===== src/rtl/core/crba_pkg.sv =====
// Shared types and constants of the contiguous ring block allocator.
// Used by the channel interfaces, the step logic and the top level; depends on nothing.
`default_nettype none

package crba_pkg;

	localparam int MAX_RING_BYTES = 65536;

	// Fixed field widths of the request and response words.
	localparam int LEN_W = 17;
	localparam int RING_W = 17;
	localparam int OFF_W = 16;
	localparam int ST_W = 3;

	// Cursors never exceed the largest ring size.
	localparam int POS_W = $clog2(MAX_RING_BYTES + 1);
	localparam int CMP_W = ((POS_W > LEN_W) ? POS_W : LEN_W) + 1;

	localparam logic [RING_W-1:0] RING_BYTES_RESET = RING_W'(65536);

	localparam logic ACT_ALLOC = 1'b0;
	localparam logic ACT_RELEASE = 1'b1;

	localparam logic [ST_W-1:0] ST_OK = 3'd0;
	localparam logic [ST_W-1:0] ST_NO_SPACE = 3'd1;
	localparam logic [ST_W-1:0] ST_NOT_OLDEST = 3'd2;
	localparam logic [ST_W-1:0] ST_PAST_END = 3'd3;
	localparam logic [ST_W-1:0] ST_PAST_WRITER = 3'd4;
	localparam logic [ST_W-1:0] ST_PAST_MARK = 3'd5;
	localparam logic [ST_W-1:0] ST_NOTHING_HELD = 3'd6;

	typedef struct packed {
		logic holding;
		logic [POS_W-1:0] read_pos;
		logic [POS_W-1:0] write_pos;
		logic tail_mark_valid;
		logic [POS_W-1:0] tail_mark;
	} ring_state_t;

	typedef struct packed {
		logic granted;
		logic [OFF_W-1:0] region_offset;
		logic [ST_W-1:0] status;
	} result_t;

endpackage

`default_nettype wire


===== src/rtl/core/crba_ifs.sv =====
// Valid/ready channel interfaces for the allocator request and response words.
// Depends on crba_pkg for the field widths.
`default_nettype none

interface crba_req_if;
	import crba_pkg::*;

	logic valid;
	logic ready;
	logic action;
	logic [LEN_W-1:0] length;
	logic [LEN_W-1:0] release_offset;

	modport source (output valid, output action, output length, output release_offset,
		input ready);
	modport sink (input valid, input action, input length, input release_offset,
		output ready);
endinterface

interface crba_rsp_if;
	import crba_pkg::*;

	logic valid;
	logic ready;
	logic granted;
	logic [OFF_W-1:0] region_offset;
	logic [ST_W-1:0] status;

	modport source (output valid, output granted, output region_offset, output status,
		input ready);
	modport sink (input valid, input granted, input region_offset, input status,
		output ready);
endinterface

`default_nettype wire


===== src/rtl/core/crba_step.sv =====
// Combinational next-state and result logic for one allocate or release word.
// Depends on crba_pkg.
`default_nettype none

module crba_step (
	input  crba_pkg::ring_state_t cur,
	input  logic [crba_pkg::RING_W-1:0] ring_bytes,
	input  logic action,
	input  logic [crba_pkg::LEN_W-1:0] length,
	input  logic [crba_pkg::LEN_W-1:0] release_offset,
	output crba_pkg::ring_state_t nxt,
	output crba_pkg::result_t res
);
	import crba_pkg::*;

	logic [CMP_W-1:0] size;
	logic [CMP_W-1:0] len;
	logic [CMP_W-1:0] roff;
	logic [CMP_W-1:0] rp;
	logic [CMP_W-1:0] wp;
	logic [CMP_W-1:0] tm;
	logic [CMP_W-1:0] tail;
	logic [CMP_W-1:0] wp_end;
	logic [CMP_W-1:0] rd_end;
	logic [CMP_W-1:0] offset;
	logic ok;

	assign len = CMP_W'(length);
	assign roff = CMP_W'(release_offset);
	assign rp = CMP_W'(cur.read_pos);
	assign wp = CMP_W'(cur.write_pos);
	assign tm = CMP_W'(cur.tail_mark);
	assign wp_end = wp + len;
	assign rd_end = rp + len;
	assign tail = (size > wp) ? size - wp : '0;

	// Size 0 behaves as a one-byte ring; oversize values clamp to the maximum.
	always_comb begin
		if (ring_bytes == '0) begin
			size = CMP_W'(1);
		end else if (CMP_W'(ring_bytes) > CMP_W'(MAX_RING_BYTES)) begin
			size = CMP_W'(MAX_RING_BYTES);
		end else begin
			size = CMP_W'(ring_bytes);
		end
	end

	always_comb begin
		nxt = cur;
		res = '0;
		ok = 1'b0;
		offset = '0;
		if (action == ACT_ALLOC) begin
			if (!cur.holding) begin
				nxt.write_pos = '0;
				if (size >= len) begin
					ok = 1'b1;
					nxt.read_pos = '0;
					nxt.write_pos = POS_W'(len);
					nxt.holding = 1'b1;
				end
			end else if (rp >= wp) begin
				if (rp - wp >= len) begin
					ok = 1'b1;
					offset = wp;
					nxt.write_pos = POS_W'(wp_end);
				end
			end else if (tail >= len) begin
				ok = 1'b1;
				offset = wp;
				nxt.write_pos = POS_W'(wp_end);
			end else begin
				// Tail too short: mark it unused and wrap, even if the wrap fails.
				nxt.tail_mark = cur.write_pos;
				nxt.tail_mark_valid = 1'b1;
				nxt.write_pos = '0;
				if (rp > len) begin
					ok = 1'b1;
					nxt.write_pos = POS_W'(len);
				end
			end
			if (!ok) begin
				res.status = ST_NO_SPACE;
			end else if (offset > size) begin
				res.status = ST_PAST_END;
			end else begin
				res.granted = 1'b1;
				res.region_offset = offset[OFF_W-1:0];
				res.status = ST_OK;
			end
		end else begin
			if (!cur.holding) begin
				res.status = ST_NOTHING_HELD;
			end else if (roff > size) begin
				res.status = ST_PAST_END;
			end else if (roff != rp) begin
				res.status = ST_NOT_OLDEST;
			end else if (rd_end > size) begin
				res.status = ST_PAST_END;
			end else if (wp > rp && rd_end > wp) begin
				res.status = ST_PAST_WRITER;
			end else if (cur.tail_mark_valid && rd_end > tm) begin
				res.status = ST_PAST_MARK;
			end else begin
				res.granted = 1'b1;
				res.status = ST_OK;
				nxt.read_pos = POS_W'(rd_end);
				if (rd_end == wp) begin
					nxt = '0;
				end else if (cur.tail_mark_valid && rd_end == tm) begin
					nxt.tail_mark_valid = 1'b0;
					nxt.tail_mark = '0;
					if (cur.write_pos == '0) begin
						nxt = '0;
					end else begin
						nxt.read_pos = '0;
					end
				end
			end
		end
	end

endmodule

`default_nettype wire


===== src/rtl/core/contiguous_ring_block_allocator_unit.sv =====
// Top level of the contiguous ring block allocator: input register, step logic, result register.
// Depends on crba_pkg, crba_ifs (channel interfaces) and crba_step.
//
// Usage:
//   req carries one word per request: action (allocate or release oldest), length and,
//   for a release, the offset of the region being handed back. rsp returns exactly one
//   word per request: granted, region_offset and status, in request order.
//   cfg_we/cfg_wdata set the ring size in bytes; write it only while no request is
//   outstanding. Zero acts as one byte, larger than the maximum clamps to the maximum.
//   A word accepted on req is captured in the input register, and its result is then
//   registered in the result register and shown on rsp from then on.
//   Throughput: one word per cycle while rsp is not stalled. The cursors are updated by a
//   single level of compares and adds between the input register and the result register,
//   so each word sees the state left by the word before it without any wait.
//   When rsp is stalled the result register holds its word and the input register
//   holds the next; req.ready drops only when both are full.
//   Reset empties the ring, clears both registers' valid flags and sets the ring
//   size to 65536 bytes.
`default_nettype none

module contiguous_ring_block_allocator_unit (
	input  logic clk,
	input  logic arst_n,
	input  logic cfg_we,
	input  logic [crba_pkg::RING_W-1:0] cfg_wdata,
	crba_req_if.sink req,
	crba_rsp_if.source rsp
);
	import crba_pkg::*;

	logic [RING_W-1:0] ring_bytes_q;
	ring_state_t state_q;
	ring_state_t state_nxt;
	result_t res_nxt;
	result_t res_q;
	logic out_valid_q;

	logic valid_s1;
	logic action_s1;
	logic [LEN_W-1:0] length_s1;
	logic [LEN_W-1:0] roff_s1;

	logic req_acc;
	logic advance;

	assign advance = valid_s1 && (!out_valid_q || rsp.ready);
	assign req.ready = !valid_s1 || advance;
	assign req_acc = req.valid && req.ready;

	always_ff @(posedge clk or negedge arst_n) begin
		if (!arst_n) begin
			ring_bytes_q <= RING_BYTES_RESET;
		end else if (cfg_we) begin
			ring_bytes_q <= cfg_wdata;
		end
	end

	always_ff @(posedge clk or negedge arst_n) begin
		if (!arst_n) begin
			valid_s1 <= 1'b0;
		end else if (req_acc) begin
			valid_s1 <= 1'b1;
		end else if (advance) begin
			valid_s1 <= 1'b0;
		end
	end

	always_ff @(posedge clk) begin
		if (req_acc) begin
			action_s1 <= req.action;
			length_s1 <= req.length;
			roff_s1 <= req.release_offset;
		end
	end

	crba_step u_step (
		.cur(state_q),
		.ring_bytes(ring_bytes_q),
		.action(action_s1),
		.length(length_s1),
		.release_offset(roff_s1),
		.nxt(state_nxt),
		.res(res_nxt)
	);

	always_ff @(posedge clk or negedge arst_n) begin
		if (!arst_n) begin
			state_q <= '0;
		end else if (advance) begin
			state_q <= state_nxt;
		end
	end

	always_ff @(posedge clk or negedge arst_n) begin
		if (!arst_n) begin
			out_valid_q <= 1'b0;
		end else if (advance) begin
			out_valid_q <= 1'b1;
		end else if (rsp.ready) begin
			out_valid_q <= 1'b0;
		end
	end

	always_ff @(posedge clk) begin
		if (advance) begin
			res_q <= res_nxt;
		end
	end

	assign rsp.valid = out_valid_q;
	assign rsp.granted = res_q.granted;
	assign rsp.region_offset = res_q.region_offset;
	assign rsp.status = res_q.status;

	// An empty ring always has its cursors and tail mark cleared.
	a_empty_clean: assert property (@(posedge clk) disable iff (!arst_n)
		!state_q.holding |-> (state_q.read_pos == '0 && state_q.write_pos == '0
			&& !state_q.tail_mark_valid))
		else $error("empty ring with stale cursors");

	// While a tail mark is set the writer has wrapped and sits at or behind the reader.
	a_mark_wrapped: assert property (@(posedge clk) disable iff (!arst_n)
		state_q.tail_mark_valid |-> (state_q.write_pos <= state_q.read_pos))
		else $error("tail mark set with writer ahead of reader");

	// A grant reports ok; a refusal reports a failure code and offset zero.
	a_grant_status: assert property (@(posedge clk) disable iff (!arst_n)
		out_valid_q |-> (res_q.granted ? (res_q.status == ST_OK)
			: (res_q.status != ST_OK && res_q.region_offset == '0)))
		else $error("grant flag and status disagree");

	// An accepted word is held in the input register at the next edge.
	a_word_kept: assert property (@(posedge clk) disable iff (!arst_n)
		req_acc |=> valid_s1)
		else $error("accepted word lost");

endmodule

`default_nettype wire

===== src/flat_wrapper.sv =====
// flat-port wrapper written by rule: the top's interface ports become plain ports
module contiguous_ring_block_allocator_unit_flat import crba_pkg::*;
  (clk, arst_n, cfg_we, cfg_wdata, req_valid, req_action, req_length, req_release_offset, req_ready, rsp_valid, rsp_granted, rsp_region_offset, rsp_status, rsp_ready);
  crba_req_if req_i ();
  crba_rsp_if rsp_i ();
  input  logic clk;
  input  logic arst_n;
  input  logic cfg_we;
  input  logic [crba_pkg::RING_W-1:0] cfg_wdata;
  input wire logic [$bits(req_i.valid)-1:0] req_valid;
  input wire logic [$bits(req_i.action)-1:0] req_action;
  input wire logic [$bits(req_i.length)-1:0] req_length;
  input wire logic [$bits(req_i.release_offset)-1:0] req_release_offset;
  output wire logic [$bits(req_i.ready)-1:0] req_ready;
  output wire logic [$bits(rsp_i.valid)-1:0] rsp_valid;
  output wire logic [$bits(rsp_i.granted)-1:0] rsp_granted;
  output wire logic [$bits(rsp_i.region_offset)-1:0] rsp_region_offset;
  output wire logic [$bits(rsp_i.status)-1:0] rsp_status;
  input wire logic [$bits(rsp_i.ready)-1:0] rsp_ready;
  assign req_i.valid = req_valid;
  assign req_i.action = req_action;
  assign req_i.length = req_length;
  assign req_i.release_offset = req_release_offset;
  assign req_ready = req_i.ready;
  assign rsp_valid = rsp_i.valid;
  assign rsp_granted = rsp_i.granted;
  assign rsp_region_offset = rsp_i.region_offset;
  assign rsp_status = rsp_i.status;
  assign rsp_i.ready = rsp_ready;
  contiguous_ring_block_allocator_unit u_core (.clk(clk), .arst_n(arst_n), .cfg_we(cfg_we), .cfg_wdata(cfg_wdata), .req(req_i), .rsp(rsp_i));
endmodule

===== config.mk =====
export PLATFORM = sky130hd
export DESIGN_NAME = contiguous_ring_block_allocator_unit_flat
export DESIGN_NICKNAME = d
export VERILOG_FILES = /design/src/rtl/core/crba_pkg.sv /design/src/rtl/core/crba_ifs.sv /design/src/rtl/core/crba_step.sv /design/src/rtl/core/contiguous_ring_block_allocator_unit.sv /design/src/flat_wrapper.sv
export SDC_FILE = /design/constraint.sdc
export NUM_CORES = 1
export LEC_CHECK = 0
export BUFFER_PORTS_ARGS = -buffer_cell sky130_fd_sc_hd__buf_4
export CAP_MARGIN = 5
export CORE_ASPECT_RATIO = 0.5
export CORE_UTILIZATION = 57
export CTS_CLUSTER_SIZE = 20
export DETAILED_ROUTE_END_ITERATION = 10
export PLACE_DENSITY = 0.84
export SYNTH_ARGS = -nofsm -noshare
export SYNTH_HDL_FRONTEND = slang
export SYNTH_SLANG_ARGS = --single-unit

===== constraint.sdc =====
create_clock -name clk -period 6.7 [get_ports clk]
set_input_delay 1.34 -clock clk [delete_from_list [all_inputs] [get_ports clk]]
set_output_delay 1.34 -clock clk [all_outputs]
set_load 0.03 [all_outputs]

==> run_results.csv <==
group,metric,value,unit
outcome,status,"finished, violations left",
outcome,violations,"setup timing",
logic_synthesis,ys_async_sr_fraction,56.7,%
clock_network,clk_pin_slew_worst_paths,0.06,ns
placed_design,io_buffers,78,
placed_design,dpl-instance-area,13700,sq um
placed_design,dpl.hpwl,32.3,mm
setup_path,slowest_delay,0.69,ns
cells_and_area,finish.instance_area,14800,sq um
setup_path,worst-path-max-fanout,8,
placed_design,place_congestion,1.01,
cells_and_area,utilization,70.7,%
cells_and_area,nets,1729,
min_path,holdPathStages,1,
setup_path,critPathSlowestCell,"dfstp_2",
setup_path,crit_arrival,7.06,ns
floorplanning,pin_count,79,
power_and_ir_drop,p_leak,6.70,nW
setup_path,cp_common_cell,"a21oi_2",
sta,setup_viol,9,
logic_synthesis,ys_warn_count,0,
floorplanning,core_area,21000,sq um
floorplanning,die_x,211,um
detailed_routing,antenna_left,0,
sta,fin_crit,6.75,ns
cells_and_area,diodes,0,
logic_synthesis,synth_seq_cells,127,
detailed_routing,vias,11600,
floorplanning,die_h,106,um
sta,post-route-worst-setup-slack,-0.0467,ns
floorplanning,dieArea,22500,sq um
min_path,worstHoldStart,"u_core.valid_s1",
grt,grt_antenna_before_repair,0,
power_and_ir_drop,seqPwrFrac,18.9,%
floorplanning,initial_core_util,59.4,%
clock_network,clock_sinks,127,
detailed_routing,first_pass_iters,5,
clock_network,cts_tree,"yes",
min_path,hold_end,"u_core.rsp.valid",
setup_path,required,7.01,ns
logic_synthesis,synth_nets,1586,
cells_and_area,final_common_cell,"ha_1",
sta,hold_viol,0,
power_and_ir_drop,p_sw_share,45.3,%
cells_and_area,final_cell_mix,"ha_1, buf_4, inv_1",
grt,grt_pass1_vias,11400,
power_and_ir_drop,p_sw,2.64,mW
clock_network,clockBufferDepth,2,
clock_network,cts_max_level,4,
setup_path,crit_path_end_kind,"flop",
sta,max_freq,148,MHz
detailed_routing,dr.first_iter.drc_count,1388,
logic_synthesis,synth-edff-count,55,
logic_synthesis,synth.distinct_cells,96,
clock_network,cts_buffers,17,
logic_synthesis,synth-main-ff-cell,"dfrtp_1",
job,drv_cap,0,
power_and_ir_drop,ir_drop,0.214,mV
clock_network,cts-root-buf,"clkbuf_16",
cells_and_area,syn2layout_area_growth,19.1,%
detailed_routing,drt_wl_total,41.3,mm
detailed_routing,via_per_inst,6.63,
power_and_ir_drop,intPower,3.19,mW
cells_and_area,drive_above_1_share,23.2,%
clock_network,clk_latency,0.45,ns
power_and_ir_drop,power.density,393,nW/um^2
sta,clock-skew-final,0.0136,ns
floorplanning,rows,37,
logic_synthesis,syn_avg_cell_area,9.54,sq um
logic_synthesis,ys_seq_area_share,27.8,%
setup_path,regToRegStartpoint,"u_core.ring_bytes_q[16]",
logic_synthesis,syn_inst,1305,
sta,tightestPinTransition,1.06,ns
logic_synthesis,netlist_area,12400,sq um
power_and_ir_drop,clkPwrFrac,16.4,%
detailed_routing,drc,0,
power_and_ir_drop,p_comb_share,64.7,%
setup_path,r2r_cells,34,
grt,grt_max_degree,73,
setup_path,startpoint_type,"flop",
sta,holdWs,0.523,ns
sta,maxSlewViolCount,0,
setup_path,crit_type,"reg2reg",
grt,grt_first_pass_wirelength,62.5,mm
sta,finalCritPeriodShare,101,%
grt,grt_usage,37.2,%
setup_path,worstReg2RegEnd,"u_core.rsp.region_offset[15]",
detailed_routing,wl_per_cell,23.5,um
grt,grt_overflow,0,
sta,rsz0062_at_grt,"yes",
min_path,hp-class,"reg2reg",
setup_path,ff2ff_setup_slack,-0.05,ns
sta,slew_headroom,28.6,%
==> power groups by stage <==
stage | combinational [mW] | sequential [mW] | clock [mW]
finish | 3.77 | 1.10 | 0.957
global route | 4.05 | 1.11 | 0.997
CTS | 3.36 | 1.09 | 0.960
detailed placement | 3.27 | 1.10 | 0
global placement | 3.14 | 1.09 | 0
floorplan | 2.28 | 1.08 | 0
==> repair_timing <==
action | 4_1_cts | 5_1_grt
hold endpoints to repair | 0 | 0
gates resized for setup | 15 | 85
pin swaps | 6 | 54
buffers inserted | 2 | 12
cloned | 0 | 1
setup endpoints to repair | 19 | 19
hold buffers | 0 | 0
==> logic make-up after synthesis <==
| group | after synthesis | synth area share, % |
|---|---|---|
| mux | 17 | 1.52 |
| simple gates | 341 | 14.5 |
| compound gates | 378 | 23.7 |
| fa+ha+maj | 224 | 22.8 |
| xor+xnor | 68 | 4.78 |
| flops | 127 | 27.8 |
| buf+inv | 150 | 5.08 |
==> cells in the mapped netlist (4+ instances only) <==
master	number	share of area, %
nand2b_1	25	1.3
nand3_1	19	0.76
o211ai_1	5	0.30
buf_6	6	0.54
o21bai_1	11	0.66
o2bb2ai_2	20	2.4
and2_1	19	0.95
a22o_1	4	0.28
nor4_1	33	1.7
xnor2_1	41	2.9
nand4_1	32	1.6
o21ai_0	54	2.2
and3_1	7	0.35
ha_1	220	22
a211o_1	5	0.35
buf_2	7	0.28
nor2_1	82	2.5
nand2_1	73	2.2
a211oi_1	19	1.1
nor3_1	16	0.64
xor2_1	27	1.9
inv_1	121	3.6
clkbuf_1	13	0.39
a21oi_1	87	3.5
a31oi_1	11	0.55
a22oi_1	14	0.84
or3_1	5	0.25
o22ai_2	10	1.0
fa_1	4	0.64
a21o_1	28	1.7
o31a_1	7	0.49
o22ai_1	9	0.45
o31ai_1	5	0.30
nor2b_1	11	0.55
mux2_2	15	1.4
o21a_1	20	1.2
edfxtp_1	55	13
dfrtp_1	71	14
o2bb2ai_1	11	0.77
==> final cells by class <==
| class | instances | area, sq um |
|---|---|---|
| Multi-Input combinational cell | 1028 | 8770 |
| Fill cell | 1587 | 6140 |
| Sequential cell | 127 | 3450 |
| Timing Repair Buffer | 152 | 1190 |
| Clock buffer | 25 | 475 |
| Inverter | 122 | 462 |
| Tap cell | 292 | 365 |
| Clock inverter | 7 | 110 |
==> state kept, by name (all words and copies together), names as in the netlist <==
signal and count:
u_core.length_s1 17, u_core.ring_bytes_q 17, u_core.valid_s1 1, u_core.roff_s1 17, u_core.rsp.valid 1, u_core.state_q 53, u_core.rsp.status 3, u_core.action_s1 1
u_core.rsp.region_offset 16, u_core.rsp.granted 1
==> per-layer routing <==
metal | GRT usage, % | part of all wire (%) | up-vias
met5 | 0 | 0 | -
met4 | 14.6 | 3.6 | 0
met3 | 9.07 | 12 | 142
met2 | 55.5 | 42 | 698
met1 | 51.6 | 42 | 5618
li1 | - | - | 5167
==> worst max-delay path by stage <==
stage | from | end | cells past startpoint
global placement | u_core.ring_bytes_q[12] | u_core.rsp.region_offset[13] | 34
floorplan | u_core.ring_bytes_q[7] | u_core.rsp.region_offset[11] | 36
detailed placement | u_core.ring_bytes_q[12] | u_core.rsp.region_offset[10] | 34
finish | u_core.ring_bytes_q[16] | u_core.rsp.region_offset[15] | 34
CTS | u_core.ring_bytes_q[13] | u_core.rsp.region_offset[10] | 35
global route | u_core.ring_bytes_q[11] | u_core.rsp.region_offset[12] | 35
==> critical path, delay by kind of cell, from the launching register on <==
family          cells  cell delay [ns]
compound gates     15             2.59
fa+ha+maj           3             0.96
buf+inv             6             0.87
flops               1             0.69
simple gates       10             1.49
==> per-stage QoR <==
stage	cells	setup TNS [ns]	setup WS, ns	power (mW)
floorplan	1305	0	0.0557	3.36
global placement	1706	0	0.0399	4.23
detailed placement	1706	-4.95	-0.280	4.37
CTS	1740	0	0.0202	5.41
global route	1753	-4.21	-0.253	6.15
finish	1753	-0.331	-0.0467	5.83
(Power assumes the default switching activity.)
